[src/ogru_ram.sv]
// Generic single-clock RAM: one write port, one read port, registered read.
// Depends on nothing.
module ogru_ram #(
   parameter int WIDTH = 8,
   parameter int DEPTH = 256
) (
   input  logic                     clock,
   input  logic                     wr_en,
   input  logic [$clog2(DEPTH)-1:0] wr_addr,
   input  logic [WIDTH-1:0]         wr_data,
   input  logic                     rd_en,
   input  logic [$clog2(DEPTH)-1:0] rd_addr,
   output logic [WIDTH-1:0]         rd_data
);

   logic [WIDTH-1:0] mem [DEPTH];
   logic [WIDTH-1:0] rd_data_ff;

   // Write and registered read
   always_ff @(posedge clock) begin
      if (wr_en) begin
         mem[wr_addr] <= wr_data;
      end
      if (rd_en) begin
         rd_data_ff <= mem[rd_addr];
      end
   end

   assign rd_data = rd_data_ff;

endmodule

[config.mk]
export PLATFORM = sky130hd
export DESIGN_NAME = ogru_ram
export DESIGN_NICKNAME = d
export VERILOG_FILES = /design/src/ogru_ram.sv
export SDC_FILE = /design/constraint.sdc
export NUM_CORES = 2
export LEC_CHECK = 0
export BUFFER_PORTS_ARGS = -buffer_cell sky130_fd_sc_hd__buf_4
export CAP_MARGIN = 10
export CORE_MARGIN = 5
export CORE_UTILIZATION = 35
export DETAILED_ROUTE_END_ITERATION = 16
export PLACE_DENSITY = 0.5
export SLEW_MARGIN = 20
export SYNTH_ARGS = -nofsm -noshare
export SYNTH_HDL_FRONTEND = slang
export SYNTH_SLANG_ARGS = --single-unit
[constraint.sdc]
create_clock -name clock -period 3.2 [get_ports clock]
set_clock_uncertainty 0.05 [all_clocks]
set_input_delay 0.32 -clock clock [delete_from_list [all_inputs] [get_ports clock]]
set_output_delay 0.32 -clock clock [all_outputs]
set_load 0.01 [all_outputs]
==> out/results.tsv <==
stage	metric	value	unit
status	status	complete, no violations	
power	sequential share of power	52.2	%
power	clock power share	42.4	%
die	I/O pins	35	
power	VDD IR max	521.2	uV
finish	most frequent cells in the layout	edfxtp_1, buf_4, mux4_2	
timing	final setup vio count	0	
timing	Max Clk Rate	0.3317	GHz
power	total power	56.99	mW
synthesis	Synth Register Bits	2056	
die	core area	0.2268	mm2
run	maxcap violations	0	
clock_network	clk buf depth	3	
finish	Layout area overhead	18.51	%
global_routing	initial antenna violation count	13	
worst_setup_path	CP max stage cell	nor3_1	
timing	final worst path period share	94.21	%
finish	share of cells above drive strength 1	30.88	%
min_path	min-delay src	wr_addr[1]	
clock_network	Clock transition at path regs	0.06	ns
drt	Vias	39900	
timing	Slew HR	36.43	%
place	placed cell count	7122	
worst_setup_path	CP endpoint kind	register	
synthesis	Cells after Synth	3733	
power	switching pwr	12.40	mW
timing	minimum clock period	3.015	ns
worst_setup_path	critical path class	reg2reg	
synthesis	Post-Synth Simple-Gate Area	2.625	%
power	switching share of total power	21.76	%
min_path	worst min-delay path class	in2reg	
worst_setup_path	startpoint types	register	
power	Leakage	30.02	nW
synthesis	largest family of logic cells by synthesized area	multiplexers	
global_routing	Overflow after GRT	0	
die	Initial Util	35.11	%
die	Die Area	0.2372	mm2
synthesis	post-synthesis mux area share	14.60	%
finish	Nets	4366	
timing	final hold viol count	0	
worst_setup_path	CP Launch Point	mem[134][2]	
worst_setup_path	FF-to-FF Start	mem[134][2]	
global_routing	vias in the first global route	40870	
clock_network	H-tree depth	4	
drt	1st-pass router iterations	5	
drt	WL per Instance	28.99	um
synthesis	asr flop ratio synth	0	%
place	GP Congestion	0.8203	
synthesis	Mapped Area	0.07964	mm2
worst_setup_path	R2R cell count	8	
synthesis	Yosys warnings	0	
synthesis	syn_area_per_cell	21.33	um2
synthesis	Distinct cells, synth	54	
drt	DRT iter0 DRCs	3693	
timing	Worst-Margin Slew	0.9449	ns
synthesis	Synth Area in Adders	0	%
clock_network	cts repair resizes	0	
finish	post-route insts no fill	7531	
die	die height	487.0	um
timing	fin. max-slew vios	0	
worst_setup_path	CP Max Fanout	1	
power	Combinational Power Share	5.4	%
drt	vias per cell	5.298	
clock_network	clock latency on the worst-skew pair	0.85	ns
worst_setup_path	CP peak stage delay	0.60	ns
clock_network	Num CTS Buffers	215	
clock_network	CTS tree	done	
global_routing	pin count of the biggest net entering global routing	143	
synthesis	Most used DFF post-synth	edfxtp_1	
synthesis	sequential cell area fraction in the yosys report	77.53	%
worst_setup_path	WP data required	3.70	ns
power	pwr dens	603.9	mW/mm2
synthesis	XOR/XNOR Fraction of Synth Area	0	%
die	row count	175	
drt	ANT nets after route	0	
synthesis	Syn Nets	3760	
global_routing	first-pass GRT wire length	311700	um
synthesis	Post-synth EDFFs	2056	
synthesis	Synth Area in Compound Gates	3.416	%
finish	commonest non-fill, non-tap cell in the layout	edfxtp_1	
drt	final wirelength	218300	um
die	Die X	487.0	um
clock_network	CTS sink count	2056	
global_routing	total global-route track usage	18.26	%
drt	Residual DRC	0	
timing	RSZ-0062 raised after global routing	false	
worst_setup_path	worst endpoint data arrival time	3.52	ns
place	port bufs	34	
clock_network	root buffer cell	clkbuf_16	
worst_setup_path	Cell Chain, Critical Path	mux4_2, mux4_2, nor2_1, a2111oi_0, buf_4, nor3_1, buf_4, nor4_2	
min_path	worst hold path depth	4	
power	Power Internal	44.59	mW
place	DP Wirelength	140400	um
-- metrics by stage --
| step | cell area, um2 | worst slack, ns | setup TNS (ns) | utilization [%] | hold WS [ns] |
|---|---|---|---|---|---|
| after floorplan | 79640 | 0.7539 | 0 | - | 0.3689 |
| after global placement | 87440 | -0.6724 | -2.909 | 38.55 | 0.6822 |
| after detailed placement | 87460 | -0.4578 | -2.033 | 38.55 | 0.6834 |
| after CTS | 94370 | 0.07993 | 0 | 41.60 | 0.03489 |
| after global routing | 94370 | 0.1145 | 0 | 41.60 | 0.07785 |
| final | 94380 | 0.1854 | 0 | 41.61 | 0.1187 |
-- sequential cells by signal, indices dropped and copies added (netlist names) --
register and count:
rd_data 8, mem 2048
-- synthesized netlist by cell type (2+ instances only) --
master / n / area share, %
a2111oi_0: 2 / 0.022
a2111oi_1: 2 / 0.025
a211oi_1: 16 / 0.15
a21oi_1: 96 / 0.60
a221oi_1: 13 / 0.14
a22o_1: 8 / 0.088
a22oi_1: 133 / 1.3
a311oi_1: 2 / 0.022
a31oi_1: 2 / 0.016
and2_1: 6 / 0.047
and3b_1: 2 / 0.022
buf_1: 22 / 0.10
buf_12: 8 / 0.20
buf_2: 31 / 0.19
buf_4: 27 / 0.25
buf_6: 21 / 0.30
buf_8: 13 / 0.25
clkbuf_1: 111 / 0.52
edfxtp_1: 2056 / 78
mux2i_1: 134 / 1.7
mux4_1: 2 / 0.066
mux4_2: 454 / 13
nand2_1: 33 / 0.16
nand2b_1: 8 / 0.063
nand3_1: 34 / 0.21
nand3b_1: 2 / 0.019
nand4_1: 10 / 0.079
nor2_1: 282 / 1.3
nor2b_1: 31 / 0.24
nor3_1: 22 / 0.14
nor4_1: 24 / 0.19
nor4_2: 3 / 0.047
o211ai_1: 10 / 0.094
o21ai_0: 10 / 0.063
o21ai_1: 2 / 0.013
o221ai_1: 46 / 0.51
o22a_1: 5 / 0.055
o22ai_1: 28 / 0.22
o32ai_1: 4 / 0.044
or2_2: 4 / 0.031
-- per-layer routing --
layer	vias to the layer above	global-route usage, %	part of all wire [%]
li1	16930	-	-
met1	21560	25.89	44
met2	1145	29.89	49
met3	260	2.895	5.3
met4	0	4.148	2.1
met5	-	0	0
-- cells by family after synthesis --
logic type / Yosys count
simple gates: 466
compound gates: 385
buf+inv: 235
flops: 2056
mux: 591
-- layout make-up --
class                      count  area, um2
fill                       20020     132500
sequential                  2056      61740
multi-input combinational   1442      16530
clock buffer                 274       5602
timing repair buffer         622       5508
tap                         3009       3765
clock inverter               121       1215
antenna                        5      12.51
inverter                       2      7.507
-- repair_timing --
item                                   4_1_cts  5_1_grt
endpoints found under the hold margin      388        0
setup endpoints to repair                    0        0
setup buffers                                0        0
hold buffers                                 9        0
-- path summary, 6_finish.rpt --
| check | to | slack (ns) |
|---|---|---|
| setup / recovery | rd_data[2] | 0.19 |
| hold / removal | mem[155][2] | 0.12 |
| setup reg to reg | rd_data[2] | 0.19 |
| hold reg to reg | rd_data[0] | 1.12 |
-- power by group through the flow --
| stage | Clock, mW | Combinational (mW) | Sequential (mW) |
|---|---|---|---|
| final | 24.2 | 3.06 | 29.7 |
| after global placement | 0 | 3.09 | 30.3 |
| after floorplan | 0 | 1.44 | 30.3 |
| after CTS | 24.8 | 3.13 | 29.7 |
| after global routing | 26.0 | 3.24 | 29.7 |
| after detailed placement | 0 | 3.11 | 30.3 |
-- worst max-delay path, delay by kind of cell (launching register included) --
kind / cells / cell delay, ns
compound gates: 1 / 0.09
simple gates: 3 / 0.79
buf+inv: 2 / 0.43
mux: 2 / 0.99
flops: 1 / 0.38
No activity file was read; power rests on OpenSTA's default activity.
