File: src/ogru_pkg.sv
// Package for the occupancy grid ray update block: grid sizes, field widths,
// payload structs, register indexes, sequencer states and a small helper.
// Depends on nothing; the top level, ogru_probe and ogru_checker import it.
package ogru_pkg;

   // Grid storage
   localparam int GRID_COLS_MAX = 1024;
   localparam int GRID_ROWS_MAX = 1024;
   localparam int GRID_DEPTH    = GRID_COLS_MAX * GRID_ROWS_MAX;
   localparam int ADDR_W        = $clog2(GRID_DEPTH);
   localparam int COL_W         = $clog2(GRID_COLS_MAX);
   localparam int ROW_W         = $clog2(GRID_ROWS_MAX);

   // Field and datapath widths
   localparam int CELL_W     = 7;
   localparam int DIM_W      = 11;
   localparam int FIELD_W    = 12;
   localparam int COORD_W    = 13;
   localparam int ERR_W      = 14;
   localparam int VALUE_W    = 8;
   localparam int CSR_IDX_W  = 3;
   localparam int CSR_DATA_W = 11;

   // Constants
   localparam logic [CELL_W-1:0]         CELL_RESET   = 7'd49;
   localparam logic signed [VALUE_W-1:0] CELL_OUTSIDE = -8'sd1;

   // Reset values of the registers
   localparam logic [DIM_W-1:0]  MAP_WIDTH_RESET     = 11'd1024;
   localparam logic [DIM_W-1:0]  MAP_HEIGHT_RESET    = 11'd1024;
   localparam logic [CELL_W-1:0] ADD_AMOUNT_RESET    = 7'd25;
   localparam logic [CELL_W-1:0] REMOVE_AMOUNT_RESET = 7'd10;
   localparam logic [CELL_W-1:0] MAX_VALUE_RESET     = 7'd100;

   // Register indexes
   typedef enum logic [CSR_IDX_W-1:0] {
      CSR_MAP_WIDTH     = 3'd0,
      CSR_MAP_HEIGHT    = 3'd1,
      CSR_ADD_AMOUNT    = 3'd2,
      CSR_REMOVE_AMOUNT = 3'd3,
      CSR_MAX_VALUE     = 3'd4
   } csr_index_type;

   // Operation codes
   localparam logic OP_RAY  = 1'b0;
   localparam logic OP_READ = 1'b1;

   typedef struct packed {
      logic                      op;
      logic signed [FIELD_W-1:0] robot_x;
      logic signed [FIELD_W-1:0] robot_y;
      logic signed [FIELD_W-1:0] target_x;
      logic signed [FIELD_W-1:0] target_y;
   } req_type;

   typedef struct packed {
      logic                      accepted;
      logic signed [VALUE_W-1:0] cell_value;
   } rsp_type;

   // Outcome of one cell probe: bounds check and linear address
   typedef struct packed {
      logic              in_map;
      logic [ADDR_W-1:0] addr;
   } probe_type;

   typedef enum logic [8:0] {
      ST_CLEAR  = 9'b000000001,
      ST_IDLE   = 9'b000000010,
      ST_PROBE  = 9'b000000100,
      ST_READ   = 9'b000001000,
      ST_MODIFY = 9'b000010000,
      ST_SETUP  = 9'b000100000,
      ST_LOOP   = 9'b001000000,
      ST_STEP   = 9'b010000000,
      ST_DONE   = 9'b100000000
   } state_type;

   function automatic logic signed [COORD_W-1:0] abs_coord(
      input logic signed [COORD_W-1:0] v
   );
      return v[COORD_W-1] ? -v : v;
   endfunction

endpackage

File: src/ogru_probe.sv
// Cell probe: bounds check of one cell against the map in use and its
// linear address x + y * width. Depends on ogru_pkg.
module ogru_probe
   import ogru_pkg::*;
(
   input  logic signed [COORD_W-1:0] cell_x,
   input  logic signed [COORD_W-1:0] cell_y,
   input  logic [DIM_W-1:0]          eff_cols,
   input  logic [DIM_W-1:0]          eff_rows,
   output probe_type                 probe
);

   logic                    x_ok;
   logic                    y_ok;
   logic [ROW_W+DIM_W-1:0]  row_base;

   // Check both coordinates against zero and the dimension in use
   assign x_ok = !cell_x[COORD_W-1] &&
                 ({1'b0, cell_x[COORD_W-2:0]} < {{(COORD_W-DIM_W){1'b0}}, eff_cols});
   assign y_ok = !cell_y[COORD_W-1] &&
                 ({1'b0, cell_y[COORD_W-2:0]} < {{(COORD_W-DIM_W){1'b0}}, eff_rows});

   // Form the row base with the one multiplier, then add the column
   assign row_base     = cell_y[ROW_W-1:0] * eff_cols;
   assign probe.in_map = x_ok && y_ok;
   assign probe.addr   = ADDR_W'(row_base) + ADDR_W'(cell_x[COL_W-1:0]);

endmodule

File: config.mk
export PLATFORM = sky130hd
export DESIGN_NAME = ogru_probe
export DESIGN_NICKNAME = d
export VERILOG_FILES = /design/src/ogru_pkg.sv /design/src/ogru_probe.sv
export SDC_FILE = /design/constraint.sdc
export NUM_CORES = 1
export LEC_CHECK = 0
export BUFFER_PORTS_ARGS = -buffer_cell sky130_fd_sc_hd__buf_2
export CORE_MARGIN = 8
export CORE_UTILIZATION = 41
export DETAILED_ROUTE_END_ITERATION = 10
export PLACE_DENSITY_LB_ADDON = 0.2
export SLEW_MARGIN = 40
export SYNTH_ARGS = -nofsm -noshare
export SYNTH_HDL_FRONTEND = slang
export SYNTH_SLANG_ARGS = --single-unit
File: constraint.sdc
create_clock -name vclk -period 9.4
set_input_delay 1.88 -clock vclk [all_inputs]
set_output_delay 1.88 -clock vclk [all_outputs]
set_load 0.005 [all_outputs]
==> impl_metrics.ini <==
[placed_design]
dp_cells = 727
dpl_cell_area_um2 = 4950
io_buffers = 69
pre_cts_slack_ps = 1040
hpwl_mm = 9.50
gp_congestion = 0.833

[setup_path]
endpoint_kind = primary output
cp.arrival_ps = 6480
critPathKind = in2out
worst-path-max-fanout = 12
critPathRequiredTime_ps = 7520
startpoint_type = primary input

[drt]
drc = 0
ant_nets = 0
vias = 3695
wl_per_cell_um = 15.2
drt-total-wl_mm = 11.1
drt_iter0_drc = 167
firstDrtPassIters = 4
vias_per_cell = 5.08

[timing]
max_freq_ghz = 0.120
fin_crit_sh_pct = 89.0
tightest_slew_ps = 419
rsz0062_at_grt = false
slew-limit-headroom_pct = 71.9
setup_viol = 0
hold_viol = 0
fin_crit_ps = 8360
drv_slew = 0
tns_ps = 0
fin_ws_ps = 1040

[synthesis]
yosys.area.top_type = fa_1
netlist_area_um2 = 4520
synth.top_cells.by_area = fa_1 35%, ha_1 21%, inv_1 11%, and2_1 8.6%, nand2_1 5.0%
yosys_warnings = 0
synth.top_cell.area_share_pct = 35.0
synth_seq_area_share_pct = 0
avgSynthCellArea_um2 = 8.35
syn_nets = 745
ys_top_cells_by_count = 127 x inv_1, 79 x fa_1, 77 x ha_1
synth_cell_types = 37
synth_most_common_cell = inv_1
syn_inst = 541

[finish]
clock_buffers = 0
nFillCells = 1086
drive_above_1_share_pct = 12.3
antenna_cells = 0
final_cell_area_um2 = 4950
final_nets = 793
multi_input_area_um2 = 3950
finalNonFillerCells = 727
flops_and_latches = 0
regArea_um2 = 0
areaGrowthSynthToFinish_pct = 9.56

[die]
core_area_um2 = 10800
die_x_um = 121
initial_core_util_pct = 41.8
io_pins = 69
rows = 38
fp.dieArea_um2 = 14600
die_h_um = 121

[global_route]
antenna_found_initial = 0
grt_use_total_pct = 15.5
first_global_vias = 3975
overflow = 0
grt_max_degree = 13
grt_pass1_wl_mm = 18.9

[outcome]
status = completed

[flow_run]
max-cap-violations = 0

[power_and_ir_drop]
p_per_area_nw_per_um2 = 271
vdd_drop_max_uv = 199
leakage_uw = 0.00282

[cts]
post_cts_resized = 0
cts_hold_buffers = 0
postCtsSetupRepairBufs = 0

[min_path]
hold_path_class = in2out
logic make-up (layout without fill, tap and decap cells):
| logic type | count (synthesis) | after routing | share of synthesized area [%] |
|---|---|---|---|
| fa+ha+maj | 156 | 156 | 56.4 |
| simple gates | 158 | 158 | 18.1 |
| buf+inv | 150 | 196 | 12.5 |
| compound gates | 57 | 57 | 9.17 |
| xor+xnor | 20 | 20 | 3.88 |
per-layer routing:
layer | share of wire (%) | routed length (µm) | GRT usage [%]
met3 | 3.2 | 355 | 0.605
met2 | 56 | 6220 | 30.5
met1 | 40 | 4390 | 18.6
met5 | 0 | 0 | 0
met4 | 1.1 | 125 | 1.64
cell usage in the layout, fill, tap and decap left out, types with 3 or more instances in the layout:
| cell | synthesis | final |
|---|---|---|
| ha_1 | 77 | 77 |
| o21a_1 | 3 | 3 |
| fa_1 | 79 | 79 |
| nand2b_1 | 3 | 3 |
| a21oi_1 | 11 | 11 |
| o21ai_0 | 6 | 6 |
| o211ai_1 | 6 | 6 |
| a31oi_1 | 4 | 4 |
| and2_1 | 62 | 62 |
| a21o_1 | 10 | 10 |
| xnor2_1 | 8 | 8 |
| inv_1 | 127 | 127 |
| nor2_1 | 13 | 13 |
| nand4_1 | 5 | 5 |
| buf_2 | 0 | 69 |
| nor4_1 | 3 | 3 |
| a211oi_1 | 5 | 5 |
| nor3_1 | 4 | 4 |
| nand2_1 | 60 | 60 |
| xor2_1 | 12 | 12 |
report_power, final:
group / leakage (µW) / total [µW] / internal (µW) / switching (µW)
logic: 0.00282 / 1340 / 598 / 742
clock network: 0 / 0 / 0 / 0
registers: 0 / 0 / 0 / 0
total: 0.00282 / 1340 / 598 / 742
area by class of cell:
cell class	count	area share, %
inverters	127	9.64
multi-input cells	391	79.8
well taps	140	3.54
repair buffers	69	6.98
through the flow:
| step | hold slack [ps] | total power (µW) | util (%) |
|---|---|---|---|
| floorplan | 3880 | 954 | - |
| global placement | 4070 | 1370 | 45.8 |
| detailed placement | 4080 | 1370 | 45.8 |
| CTS | 4080 | 1380 | 45.8 |
| global route | 4090 | 1540 | 45.8 |
| finish | 4070 | 1340 | 45.8 |
worst paths after layout:
check	to	from	cells past startpoint	slack [ps]
worst min-delay path	probe[0]	cell_x[0]	3	4070
worst max-delay path	probe[17]	cell_y[4]	18	1040
critical path, cell delays in order:
cell and delay, ps:
buf_2 190, and2_1 210, fa_1 540, inv_1 60, fa_1 410, inv_1 110, fa_1 450, fa_1 550
inv_1 60, fa_1 520, inv_1 40, ha_1 340, nand2_1 120, o21ai_0 230, or3b_1 370, o211ai_1 110
xor2_1 160, buf_2 130
(Power assumes the default switching activity.)
